### src/rtl/ssid_pkg.sv
`timescale 1ns / 1ps
`default_nettype none
// ----------------------------------------------------------------------------
// ssid_pkg - scalar shift-by-immediate decoder package
// Operation numbers, decode classes, result record and U:opcode lookup.
// ----------------------------------------------------------------------------
package ssid_pkg;

  localparam int unsigned WORD_W  = 32;
  localparam int unsigned OP_W    = 5;
  localparam int unsigned REG_W   = 5;
  localparam int unsigned SIZE_W  = 2;
  localparam int unsigned SHIFT_W = 7;

  typedef enum logic [4:0] {
    OP_SSHR     = 5'd0,
    OP_SSRA     = 5'd1,
    OP_SRSHR    = 5'd2,
    OP_SRSRA    = 5'd3,
    OP_SHL      = 5'd4,
    OP_SQSHL    = 5'd5,
    OP_SQSHRN   = 5'd6,
    OP_SQRSHRN  = 5'd7,
    OP_SCVTF    = 5'd8,
    OP_FCVTZS   = 5'd9,
    OP_USHR     = 5'd10,
    OP_USRA     = 5'd11,
    OP_URSHR    = 5'd12,
    OP_URSRA    = 5'd13,
    OP_SRI      = 5'd14,
    OP_SLI      = 5'd15,
    OP_SQSHLU   = 5'd16,
    OP_UQSHL    = 5'd17,
    OP_SQSHRUN  = 5'd18,
    OP_SQRSHRUN = 5'd19,
    OP_UQSHRN   = 5'd20,
    OP_UQRSHRN  = 5'd21,
    OP_UCVTF    = 5'd22,
    OP_FCVTZU   = 5'd23
  } op_t;

  typedef enum logic [2:0] {
    CLS_NONE    = 3'd0,
    CLS_RIGHT64 = 3'd1,
    CLS_LEFT64  = 3'd2,
    CLS_LEFTANY = 3'd3,
    CLS_NARROW  = 3'd4,
    CLS_CONV    = 3'd5
  } cls_t;

  typedef struct packed {
    op_t  op;
    cls_t cls;
  } entry_t;

  typedef struct packed {
    logic                 valid_res;
    logic [OP_W-1:0]      op_id;
    logic [REG_W-1:0]     dest_reg;
    logic [REG_W-1:0]     src_reg;
    logic [SIZE_W-1:0]    dest_size;
    logic [SIZE_W-1:0]    src_size;
    logic [SHIFT_W-1:0]   shift_amount;
  } res_t;

  // Lookup indexed by U:opcode.
  function automatic entry_t lookup(input logic [5:0] enc);
    entry_t e;
    e = '{op: OP_SSHR, cls: CLS_NONE};
    case (enc)
      6'h00: e = '{op: OP_SSHR,     cls: CLS_RIGHT64};
      6'h02: e = '{op: OP_SSRA,     cls: CLS_RIGHT64};
      6'h04: e = '{op: OP_SRSHR,    cls: CLS_RIGHT64};
      6'h06: e = '{op: OP_SRSRA,    cls: CLS_RIGHT64};
      6'h0A: e = '{op: OP_SHL,      cls: CLS_LEFT64};
      6'h0E: e = '{op: OP_SQSHL,    cls: CLS_LEFTANY};
      6'h12: e = '{op: OP_SQSHRN,   cls: CLS_NARROW};
      6'h13: e = '{op: OP_SQRSHRN,  cls: CLS_NARROW};
      6'h1C: e = '{op: OP_SCVTF,    cls: CLS_CONV};
      6'h1F: e = '{op: OP_FCVTZS,   cls: CLS_CONV};
      6'h20: e = '{op: OP_USHR,     cls: CLS_RIGHT64};
      6'h22: e = '{op: OP_USRA,     cls: CLS_RIGHT64};
      6'h24: e = '{op: OP_URSHR,    cls: CLS_RIGHT64};
      6'h26: e = '{op: OP_URSRA,    cls: CLS_RIGHT64};
      6'h28: e = '{op: OP_SRI,      cls: CLS_RIGHT64};
      6'h2A: e = '{op: OP_SLI,      cls: CLS_LEFT64};
      6'h2C: e = '{op: OP_SQSHLU,   cls: CLS_LEFTANY};
      6'h2E: e = '{op: OP_UQSHL,    cls: CLS_LEFTANY};
      6'h30: e = '{op: OP_SQSHRUN,  cls: CLS_NARROW};
      6'h31: e = '{op: OP_SQRSHRUN, cls: CLS_NARROW};
      6'h32: e = '{op: OP_UQSHRN,   cls: CLS_NARROW};
      6'h33: e = '{op: OP_UQRSHRN,  cls: CLS_NARROW};
      6'h3C: e = '{op: OP_UCVTF,    cls: CLS_CONV};
      6'h3F: e = '{op: OP_FCVTZU,   cls: CLS_CONV};
      default: e = '{op: OP_SSHR, cls: CLS_NONE};
    endcase
    return e;
  endfunction

endpackage : ssid_pkg
`default_nettype wire

### src/rtl/simd_scalar_shift_imm_decoder_unit.sv
`timescale 1ns / 1ps
`default_nettype none
// ----------------------------------------------------------------------------
// simd_scalar_shift_imm_decoder_unit - scalar shift-by-immediate decoder
// Decodes one instruction word per cycle, while results are taken, into
// operation, registers, sizes and shift amount via input and result registers.
//
//   channel | ports                       | direction
//   --------+-----------------------------+----------
//   input   | in_valid/in_ready, word     | in
//   result  | out_valid/out_ready, fields | out
//
// One word per cycle sustained while out_ready stays high; an accepted word
// passes through the input register, then is decoded into the result
// register, where out_valid marks it.
// Reset clears both stage valid flags; payload registers are not reset.
// A stalled result holds its register; the input register still takes a
// word if it is empty or its own contents can move forward in the same cycle.
// ----------------------------------------------------------------------------
module simd_scalar_shift_imm_decoder_unit (
  input  wire logic                          clk,
  input  wire logic                          rst_n,
  input  wire logic                          in_valid,
  output      logic                          in_ready,
  input  wire logic [ssid_pkg::WORD_W-1:0]   in_insn_word,
  output      logic                          out_valid,
  input  wire logic                          out_ready,
  output      logic                          out_valid_res,
  output      logic [ssid_pkg::OP_W-1:0]     out_op_id,
  output      logic [ssid_pkg::REG_W-1:0]    out_dest_reg,
  output      logic [ssid_pkg::REG_W-1:0]    out_src_reg,
  output      logic [ssid_pkg::SIZE_W-1:0]   out_dest_size,
  output      logic [ssid_pkg::SIZE_W-1:0]   out_src_size,
  output      logic [ssid_pkg::SHIFT_W-1:0]  out_shift_amount
);
  import ssid_pkg::*;

  logic              s1_valid_r, s1_valid_nxt;
  logic [WORD_W-1:0] s1_word_r;
  logic              out_valid_r, out_valid_nxt;
  res_t              res_r;
  res_t              dec_res;
  logic              s2_ready;
  logic              s1_load;
  logic              s2_load;

  ssid_decode u_decode (
    .word (s1_word_r),
    .res  (dec_res)
  );

  assign s2_ready = ~out_valid_r | out_ready;
  assign in_ready = ~s1_valid_r | s2_ready;
  assign s1_load  = in_valid & in_ready;
  assign s2_load  = s1_valid_r & s2_ready;

  always_comb begin
    s1_valid_nxt = s1_valid_r;
    if (in_ready) begin
      s1_valid_nxt = in_valid;
    end
    out_valid_nxt = out_valid_r;
    if (s2_ready) begin
      out_valid_nxt = s1_valid_r;
    end
  end

  always_ff @(posedge clk) begin
    if (!rst_n) begin
      s1_valid_r  <= 1'b0;
      out_valid_r <= 1'b0;
    end else begin
      s1_valid_r  <= s1_valid_nxt;
      out_valid_r <= out_valid_nxt;
    end
  end

  always_ff @(posedge clk) begin
    if (s1_load) begin
      s1_word_r <= in_insn_word;
    end
    if (s2_load) begin
      res_r <= dec_res;
    end
  end

  assign out_valid        = out_valid_r;
  assign out_valid_res    = res_r.valid_res;
  assign out_op_id        = res_r.op_id;
  assign out_dest_reg     = res_r.dest_reg;
  assign out_src_reg      = res_r.src_reg;
  assign out_dest_size    = res_r.dest_size;
  assign out_src_size     = res_r.src_size;
  assign out_shift_amount = res_r.shift_amount;

  a_invalid_zero : assert property (@(posedge clk) disable iff (!rst_n)
    (out_valid_r && !res_r.valid_res) |-> (res_r == '0))
    else $error("reserved encoding with nonzero fields");

  a_src_size : assert property (@(posedge clk) disable iff (!rst_n)
    (out_valid_r && res_r.valid_res) |->
      (res_r.src_size == res_r.dest_size ||
       res_r.src_size == res_r.dest_size + 2'd1))
    else $error("source size neither equal nor double");

  a_shift_range : assert property (@(posedge clk) disable iff (!rst_n)
    (out_valid_r && res_r.valid_res) |-> (res_r.shift_amount <= 7'd64))
    else $error("shift amount out of range");

  a_move : assert property (@(posedge clk) disable iff (!rst_n)
    (s1_valid_r && s2_ready) |=> out_valid_r)
    else $error("decoded word lost between stages");

endmodule : simd_scalar_shift_imm_decoder_unit
`default_nettype wire

### src/rtl/ssid_decode.sv
`timescale 1ns / 1ps
`default_nettype none
// ----------------------------------------------------------------------------
// ssid_decode - field decode for one instruction word
// Splits the word, looks up the operation and forms sizes and shift amount.
// ----------------------------------------------------------------------------
module ssid_decode (
  input  wire logic [ssid_pkg::WORD_W-1:0] word,
  output ssid_pkg::res_t                   res
);
  import ssid_pkg::*;

  logic       u;
  logic [3:0] immh;
  logic [6:0] immhb;
  logic [1:0] hb;
  logic [6:0] esize;
  logic [7:0] esize2;
  logic [7:0] sh_full;
  logic       ok;
  logic [1:0] ssz;
  entry_t     ent;

  assign u      = word[29];
  assign immh   = word[22:19];
  assign immhb  = word[22:16];
  assign ent    = lookup({u, word[15:11]});
  assign esize  = 7'd8 << hb;
  assign esize2 = {esize, 1'b0};

  always_comb begin
    if (immh[3]) begin
      hb = 2'd3;
    end else if (immh[2]) begin
      hb = 2'd2;
    end else if (immh[1]) begin
      hb = 2'd1;
    end else begin
      hb = 2'd0;
    end
  end

  always_comb begin
    ok      = (immh != 4'd0);
    ssz     = hb;
    sh_full = 8'd0;
    case (ent.cls)
      CLS_RIGHT64: begin
        ok      = ok & immh[3];
        sh_full = 8'd128 - {1'b0, immhb};
      end
      CLS_LEFT64: begin
        ok      = ok & immh[3];
        sh_full = {1'b0, immhb} - 8'd64;
      end
      CLS_LEFTANY: begin
        sh_full = {1'b0, immhb} - {1'b0, esize};
      end
      CLS_NARROW: begin
        ok      = ok & ~immh[3];
        ssz     = hb + 2'd1;
        sh_full = esize2 - {1'b0, immhb};
      end
      CLS_CONV: begin
        ok      = ok & (immh != 4'd1);
        sh_full = esize2 - {1'b0, immhb};
      end
      default: begin
        ok = 1'b0;
      end
    endcase
  end

  // Zero every field of a reserved encoding.
  always_comb begin
    res = '0;
    if (ok) begin
      res.valid_res    = 1'b1;
      res.op_id        = ent.op;
      res.dest_reg     = word[4:0];
      res.src_reg      = word[9:5];
      res.dest_size    = hb;
      res.src_size     = ssz;
      res.shift_amount = sh_full[SHIFT_W-1:0];
    end
  end

endmodule : ssid_decode
`default_nettype wire

### config.mk
export PLATFORM = sky130hd
export DESIGN_NAME = simd_scalar_shift_imm_decoder_unit
export DESIGN_NICKNAME = d
export VERILOG_FILES = /design/src/rtl/ssid_pkg.sv /design/src/rtl/simd_scalar_shift_imm_decoder_unit.sv /design/src/rtl/ssid_decode.sv
export SDC_FILE = /design/constraint.sdc
export NUM_CORES = 1
export LEC_CHECK = 0
export ABC_AREA = 1
export BUFFER_PORTS_ARGS = -buffer_cell sky130_fd_sc_hd__buf_2
export CORE_MARGIN = 10
export CORE_UTILIZATION = 58
export DETAILED_ROUTE_END_ITERATION = 10
export PLACE_DENSITY = 0.89
export SLEW_MARGIN = 10
export SYNTH_ARGS = -nofsm -noshare
export SYNTH_HDL_FRONTEND = slang
export SYNTH_SLANG_ARGS = --single-unit
### constraint.sdc
create_clock -name clk -period 5.3 [get_ports clk]
set_input_delay 0.53 -clock clk [delete_from_list [all_inputs] [get_ports clk]]
set_output_delay 0.53 -clock clk [all_outputs]
set_load 0.02 [all_outputs]
==> flow_results.org, run 1 <==
** Setup path
- Of all nets on the critical path, the largest fanout is 26.
- The critical path in this run is classified as flop to flop.
- The worst register-to-register path ends at u_decode.ent[5].
- WP data arrival :: 2.71 ns
- Data required time of the worst path :: 5.58 ns
- Source of the critical timing path :: out_valid
- In this run the register-to-register setup slack is 2.88 ns.
- Worst reg2reg path depth :: 11
- Reg2reg start :: out_valid
- Kind of capture point of the worst setup path :: flop
- The worst setup path is launched from a flop.

** GRT
- Global routing finished with a remaining overflow of 0.
- Vias in the first global route :: 2034
- Total GRT Usage :: 13.7%
- Maximum number of pins on one net before global-route repair :: 28
- Global-route wire length before repair :: roughly 9000 um
- The initial antenna violation count came to 0.

** Floorplanning
- The floorplan step set the die height to ~90 um.
- Initial cell density of the core :: 60.1%
- Number of placement rows :: 25
- Top-level I/O count :: 65
- Measured along the x axis, the die boundary spans around 90 um.
- Die Area :: 8130 sq um
- Area inside the core boundary :: approximately 4800 sq um

** Detailed routing
- Count of antenna-violating nets left after detailed routing :: 0
- TritonRoute pass-1 iters :: 4
- After detailed routing, the number of vias per cell comes to 5.03.
- In the routed design, unresolved DRC markers number 0.
- Detailed routing inserted a total of 2112 vias.
- In the final routed layout, each cell accounts on average for 12.8 um.
- Routed wire length :: 5380 um
- After the first detailed-routing iteration, the DRC count stood at 137.

** Timing
- Worst slack on hold paths :: 0.366 ns
- Max transition margin :: 35.6%
- The final count of pins violating max slew is 0.
- Setup repair after global routing missed its margin :: false
- Counting I/O delays and the setup requirement, the final critical path takes 2.42 ns.
- Setup violation total in the final timing report :: 0
- In the final timing run, aggregate negative setup slack is 0 ns.
- On the final layout, the worst clock skew is between 0.006 and 0.007 ns.
- Final clock period utilization by the worst path :: 45.7%
- Worst-Margin Slew :: 0.964 ns
- Maximum clock frequency :: 0.413 GHz
- Final hold vios :: 0

** Yosys
- The number of nets handed over by synthesis was 328.
- After synthesis the cells add up to between 2000 and 3000 sq um.
- A synthesized cell averages 10.1 sq um.
- #FFs+latches synth :: 60
- Sequential share of the synthesized area :: 59.6%
- Number of library cell types mapped by synthesis :: 32
- Number of cells produced by synthesis :: 284
- The Yosys step of the flow raised 0 warnings.

** Worst hold path
- The min-delay analysis places its worst path in the category input pin to flop.
- The worst hold path begins at in_insn_word[0].
- Along the worst hold path, the cell count comes to 1.
- For hold timing, the worst endpoint is s1_word_r[0].

** Clocking
- After clock tree synthesis, the clock-pin slew on the worst setup and hold paths is 0.06 ns.
- TritonCTS clock tree :: done
- In this run, post-CTS repair resized a total of 0 instances.
- CTS built an H-tree with a depth of 3.
- The longest clock path from root to sink contains 2 buffers.
- Hold buffers post-CTS :: 0
- For this design, the sink count on the clock tree is 60.
- Number of buffers added by the clock tree synthesis step :: 9
- Post-CTS timing repair inserted 0 buffers for setup.
- Insertion delay of the later-clocked pin in the worst-skew pair :: 0.33 ns
- The tree is rooted in a sky130_fd_sc_hd__clkbuf_8.

** Power and ir drop
- Part of the total power dissipated in combinational logic :: about 14%
- PwrDens :: approximately 340 nW/um^2
- The internal portion of the total power is between 0.8 and 0.9 mW.
- The worst-case IR drop observed on VDD is 0.173 mV.
- Summed over all nets, the switching power comes to 0.288 mW.
- The analysis attributes to cell leakage a power of 1.54 nW.
- Of the total power, registers draw 48.8%.
- Of the total power, the clock network draws 37.6%.
- Fraction of power spent switching nets :: 25.1%

** Flow run
- The tool flagged a number of max-cap violations equal to 0.

** Finish
- From synthesis to final layout, the design area changed by 18.9%.
- Most common library cell in the layout ignoring fill and taps :: sky130_fd_sc_hd__buf_2
- 0 antenna diodes ended up in the layout.
- The register with the most flip-flops in the layout has 23 of them.
- Counting flops per register, the top entry is s1_word_r.
- Cells fill 71.4% of the core in the end.
- Net count reported at finish :: 392
- Commonest cells after routing, fill and taps aside :: sky130_fd_sc_hd__buf_2, sky130_fd_sc_hd__edfxtp_1, sky130_fd_sc_hd__nand2_1, sky130_fd_sc_hd__inv_1, sky130_fd_sc_hd__nor2_1
- Post-Layout Cell Count :: 420
- Filler Cells Inserted :: approximately 380
- The post-route netlist has 26.6% of its cells at a drive strength greater than 1.

** Placement
- The congestion estimate from routability-driven global placement came to approximately 0.9.
- After detailed placement, the design holds a cell count of 404.
- Detailed-placement wirelength estimate :: 3880 um
- Input and output buffers added on the ports amount to 55.

** Run status
- The run finished with clean final reports.
==> metrics by stage <==
| stage | instance area, sq um | power (mW) | worst slack (ns) |
|---|---|---|---|
| 2_1_floorplan | 2860 | 0.685 | 2.97 |
| 3_3_place_gp | 3190 | 0.717 | 2.66 |
| 3_5_place_dp | 3190 | 0.724 | 2.61 |
| 4_1_cts | 3400 | 1.16 | 2.84 |
| 5_1_grt | 3400 | 1.20 | 2.58 |
| 6_report | 3400 | 1.15 | 2.88 |
==> worst max-delay path by stage <==
stage                                  to  slack, ns  cells past startpoint
after global routing      u_decode.ent[5]       2.58                     11
after CTS                 u_decode.ent[5]       2.84                     11
after floorplan           out_dest_reg[0]       2.97                      2
after global placement    u_decode.ent[4]       2.66                     13
after detailed placement  u_decode.ent[5]       2.61                     13
final                     u_decode.ent[5]       2.88                     11
==> worst max-delay path: stages, from the launching register on <==
cell and delay, ns:
sky130_fd_sc_hd__dfxtp_1 0.36, sky130_fd_sc_hd__nand3_4 0.13, sky130_fd_sc_hd__nand2_4 0.13, sky130_fd_sc_hd__inv_1 0.73
sky130_fd_sc_hd__nand2_1 0.11, sky130_fd_sc_hd__nand2_1 0.16, sky130_fd_sc_hd__ha_1 0.16, sky130_fd_sc_hd__inv_1 0.05
sky130_fd_sc_hd__nor2_1 0.20, sky130_fd_sc_hd__nand3_1 0.12, sky130_fd_sc_hd__and2_1 0.17, sky130_fd_sc_hd__nand2_1 0.05
==> cells in the mapped netlist <==
cell type,count,share of area [%]
sky130_fd_sc_hd__o211ai_1,1,0.26
sky130_fd_sc_hd__a32oi_1,1,0.31
sky130_fd_sc_hd__edfxtp_1,50,53
sky130_fd_sc_hd__nand3_2,1,0.35
sky130_fd_sc_hd__nand3_1,19,3.3
sky130_fd_sc_hd__nor2_2,3,0.66
sky130_fd_sc_hd__buf_8,1,0.53
sky130_fd_sc_hd__a22oi_1,1,0.26
sky130_fd_sc_hd__nor3_1,1,0.18
sky130_fd_sc_hd__nand2_8,1,0.70
sky130_fd_sc_hd__o21ai_1,2,0.35
sky130_fd_sc_hd__nand2_2,6,1.3
sky130_fd_sc_hd__inv_1,42,5.5
sky130_fd_sc_hd__nor2_4,1,0.39
sky130_fd_sc_hd__xnor2_1,1,0.31
sky130_fd_sc_hd__nand3_4,1,0.61
sky130_fd_sc_hd__nand4_1,9,2.0
sky130_fd_sc_hd__a31oi_1,1,0.22
sky130_fd_sc_hd__or2_2,1,0.22
sky130_fd_sc_hd__dfxtp_1,10,7.0
sky130_fd_sc_hd__inv_2,6,0.79
sky130_fd_sc_hd__nand2_1,44,5.8
sky130_fd_sc_hd__nand2_4,3,1.2
sky130_fd_sc_hd__ha_1,8,3.5
sky130_fd_sc_hd__o21ai_0,7,1.2
sky130_fd_sc_hd__nand3b_1,4,1.1
sky130_fd_sc_hd__nor2_1,40,5.3
sky130_fd_sc_hd__o21ai_2,2,0.61
sky130_fd_sc_hd__and2_1,1,0.22
sky130_fd_sc_hd__o21a_1,1,0.26
sky130_fd_sc_hd__a21oi_1,13,2.3
sky130_fd_sc_hd__buf_6,2,0.79
==> metal layers <==
layer / up-vias / wire (um) / track usage, %
met1: 944 / 2130 / 14.0
met2: 81 / 2710 / 23.8
met4: 0 / 93 / 6.10
li1: 1077 / - / -
met5: - / 0 / 0
met3: 10 / 437 / 5.74
==> power by group through the flow <==
stage	Sequential, mW	Clock [mW]	Combinational [mW]
finish	0.559	0.431	0.156
global route	0.563	0.460	0.176
CTS	0.559	0.441	0.156
detailed placement	0.570	0	0.155
global placement	0.568	0	0.149
floorplan	0.582	0	0.103
==> cells by family after synthesis <==
group / Yosys count / share of synthesized area (%)
compound gates: 29 / 5.78
xor+xnor: 1 / 0.307
fa+ha+maj: 8 / 3.50
buf+inv: 51 / 7.62
flops: 60 / 59.6
simple gates: 135 / 23.2
==> layout make-up <==
type	count	area, sq um	share of cell area (%)
Clock buffer	11	131	3.87
Multi-Input combinational cell	173	941	27.7
Tap cell	67	83.8	2.47
Timing Repair Buffer	56	283	8.32
Inverter	48	180	5.30
Clock inverter	5	76.3	2.25
Sequential cell	60	1700	50.1
No activity file was read; power rests on OpenSTA's default activity.
==> inputs of run 2 (changes only) <==
--- a/config.mk
+++ b/config.mk
@@ -8,9 +8,9 @@
 export ABC_AREA = 1
 export BUFFER_PORTS_ARGS = -buffer_cell sky130_fd_sc_hd__buf_2
 export CORE_MARGIN = 10
-export CORE_UTILIZATION = 58
+export CORE_UTILIZATION = 48
 export DETAILED_ROUTE_END_ITERATION = 10
-export PLACE_DENSITY = 0.89
+export PLACE_DENSITY = 0.79
 export SLEW_MARGIN = 10
 export SYNTH_ARGS = -nofsm -noshare
 export SYNTH_HDL_FRONTEND = slang
==> constraint.sdc (replaced) <==
create_clock -name clk -period 2.1 [get_ports clk]
set_input_delay 0.21 -clock clk [delete_from_list [all_inputs] [get_ports clk]]
set_output_delay 0.21 -clock clk [all_outputs]
set_load 0.02 [all_outputs]
==> run 2 against run 1 <==
Compared with the run above: sequential share of layout area fell by 0.83 points; flip-flop and latch count stayed put; worst hold slack worse by 0.32 ns; largest cell class unchanged; power rose by 150%; core utilization down 12 points; die area up 16%; count of clock-buffer cells in the layout decreased by 1; fmax increased by 26%; largest power group unchanged; first-iteration DRC count decreased by 51%; cell count up 3.6%.
==> flow_results.org, run 2 (synthesized netlist as in run 1, its figures left out) <==
** Floorplanning
- The core box area came to 5850 sq um (+23%).
- Initial cell density of the core :: 48.8% (-11 points)
- DIE WIDTH :: 97.1 um (+7.7%)
- The boundary pin count is 65 (unchanged).
- The height of the die came to 97.1 um (+7.7%).
- The row count is 28 (+12%).
- Die Area :: 9440 sq um (+16%)

** GRT
- The number of global-route vias before repair came to 2179 (+7.1%).
- Total GRT Usage :: 12.4% (-1.3 points)
- The initial antenna violation count was 0 (unchanged).
- The first-pass GRT wire length was 9620 um (+7.1%).
- Gr ovfl total :: 0 (unchanged)
- Maximum number of pins on one net before global-route repair :: 28 (unchanged)

** Clocking
- Number of buffers added by the clock tree synthesis step :: 9 (unchanged)
- The register clock-pin slew on the reported worst setup and hold paths came to 0.07 ns (about the same).
- Number of clock sinks :: 60 (unchanged)
- The total number of H-tree levels is 3 (unchanged).
- Number of buffers between clock root and the deepest sink :: 2 (unchanged)
- TritonCTS built the clock tree.
- Master cell of the clock root buffer :: sky130_fd_sc_hd__clkbuf_8
- Insertion delay of the later-clocked pin in the worst-skew pair :: 0.34 ns (about the same)

** Setup path
- Data required time of the worst path :: 2.17 ns (-3.41 ns)
- Critical Path Start Type :: flop
- WP data arrival :: 1.99 ns (-0.72 ns)
- Critical Setup Path Class :: flop to flop
- The highest fanout seen on the critical path was 4 (-85%).
- The worst setup path is captured at a flop.

** Finish
- Antenna diodes :: 0 (unchanged)
- Final Util :: 59.1% (-12 points)
- Post-Layout Cell Count :: 435 (+3.6%)
- Fraction of final layout cells sized beyond drive strength 1 :: 30.8% (+4.2 points)
- Largest register FFs :: 23 (unchanged)
- Commonest cells after routing, fill and taps aside :: sky130_fd_sc_hd__buf_2, sky130_fd_sc_hd__edfxtp_1, sky130_fd_sc_hd__nand2_1, sky130_fd_sc_hd__inv_1, sky130_fd_sc_hd__nor2_1
- Register with the highest flop count :: s1_word_r
- The library cell used most frequently in the layout, excluding fill and tap cells, is sky130_fd_sc_hd__buf_2.
- Relative area change from synthesis to final layout :: 21.1%
- Net count reported at finish :: 399 (+1.8%)

** Power and ir drop
- PwrDens :: 817 nW/um^2 (+140%)
- The overall power of the completed layout came to 2.82 mW (+150%).
- Worst supply voltage drop on vdd :: 0.434 mV (+150%)
- The static leakage came to 1.57 nW (+1.8%).

** Detailed routing
- The aggregate routed wire length came to 5540 um (+3.0%).
- The post-route antenna net violation count is 0 (unchanged).
- The number of vias in the routed layout is 2082 (-1.4%).
- The routed length per placed instance is 12.7 um (-0.54%).
- TritonRoute pass-1 iters :: 4 (unchanged)
- DRC violations left :: 0 (unchanged)
- The violation count after the first detailed-route iteration came to 67 (-51%).
- The detail-routed via count per cell was 4.79 (-4.8%).

** Timing
- Number of max-slew violations in the final report :: 0 (unchanged)
- The clock period minus final worst setup slack was 1.92 ns (-0.499 ns).
- The clock skew after layout is 0.00745 ns (+0.000597 ns).
- Worst-Margin Slew :: 0.508 ns (-0.456 ns)
- Final hold vios :: 0 (unchanged)
- The relative max-transition margin is 66.0% (+30 points).
- Final setup slack of the worst path :: 0.176 ns (-2.70 ns)
- Setup repair after global routing left no endpoint under its margin.
- Accumulated negative setup slack :: 0 ns (unchanged)
- The final cycle utilization of the critical path is 91.6% (+46 points).
- Maximum clock frequency :: 0.520 GHz (+26%)
- The final setup violation count came to 0 (unchanged).

** Placement
- The placer congestion estimate was 0.886 (-2.5%).
- The number of cells in the design after placement is 417 (+3.2%).
- The pre-CTS worst setup slack came to 0.0255 ns (-2.59 ns).
- Detailed-placement wirelength estimate :: 4050 um (+4.6%)
- The number of buffers inserted by port buffering was 55 (unchanged).

** Run status
- Status :: finished, final reports clean

** Flow run
- Number of violations of the max-capacitance limit :: 0 (unchanged)

** Worst hold path
- Classification of the worst-slack hold path :: input pin to flop
run 2: what timing repair did:
| action | CTS | global route |
|---|---|---|
| hold buffers | 0 | 0 |
| gates resized for setup | 0 | 8 |
| endpoints found under the setup margin | 0 | 2 |
| setup buffers | 0 | 2 |
run 2: worst max-delay path: stages, from the launching register on:
cell and delay [ns]:
sky130_fd_sc_hd__edfxtp_1 0.41, sky130_fd_sc_hd__nor2_2 0.15, sky130_fd_sc_hd__nand2_1 0.13, sky130_fd_sc_hd__ha_1 0.34
sky130_fd_sc_hd__o21ai_2 0.14, sky130_fd_sc_hd__nand2_1 0.08, sky130_fd_sc_hd__nand3_1 0.08, sky130_fd_sc_hd__o21ai_0 0.08
sky130_fd_sc_hd__nand2_1 0.07, sky130_fd_sc_hd__nand2_1 0.05, sky130_fd_sc_hd__nor2_1 0.08, sky130_fd_sc_hd__nor2_1 0.04
run 2: path summary, 6_finish.rpt:
check                                     start                  end  slack, ns  cells past startpoint
worst min-delay path            in_insn_word[4]         s1_word_r[4]       0.04                      1
worst max register to register    s1_word_r[21]  out_shift_amount[5]       0.18                     11
worst min register to register  u_decode.ent[3]         out_op_id[0]       0.52                      2
worst max-delay path              s1_word_r[21]  out_shift_amount[5]       0.18                     11
run 2: stage by stage:
stage               hold WS [ns]  area (sq um)
global placement           0.387          3240
detailed placement         0.389          3240
global route              0.0346          3460
CTS                       0.0272          3430
floorplan                  0.309          2860
finish                    0.0429          3460
run 2: power breakdown:
group | internal, mW | switching [mW]
logic | 0.137 | 0.275
registers | 1.38 | 0.0293
clock network | 0.547 | 0.457
total | 2.06 | 0.762
run 2: cell type report:
type / instances / area (sq um)
Tap cell: 75 / 93.8
Sequential cell: 60 / 1700
Multi-Input combinational cell: 173 / 955
Fill cell: 490 / 2390
Timing Repair Buffer: 63 / 335
Clock inverter: 6 / 63.8
Inverter: 48 / 180
Clock buffer: 10 / 128
run 2: routing by layer:
layer / up-vias / wire [um] / global-route usage [%]
met5: - / 0 / 0
met4: 0 / 74 / 6.36
met3: 8 / 314 / 3.56
met2: 45 / 2880 / 21.6
met1: 940 / 2270 / 13.3
li1: 1089 / - / -
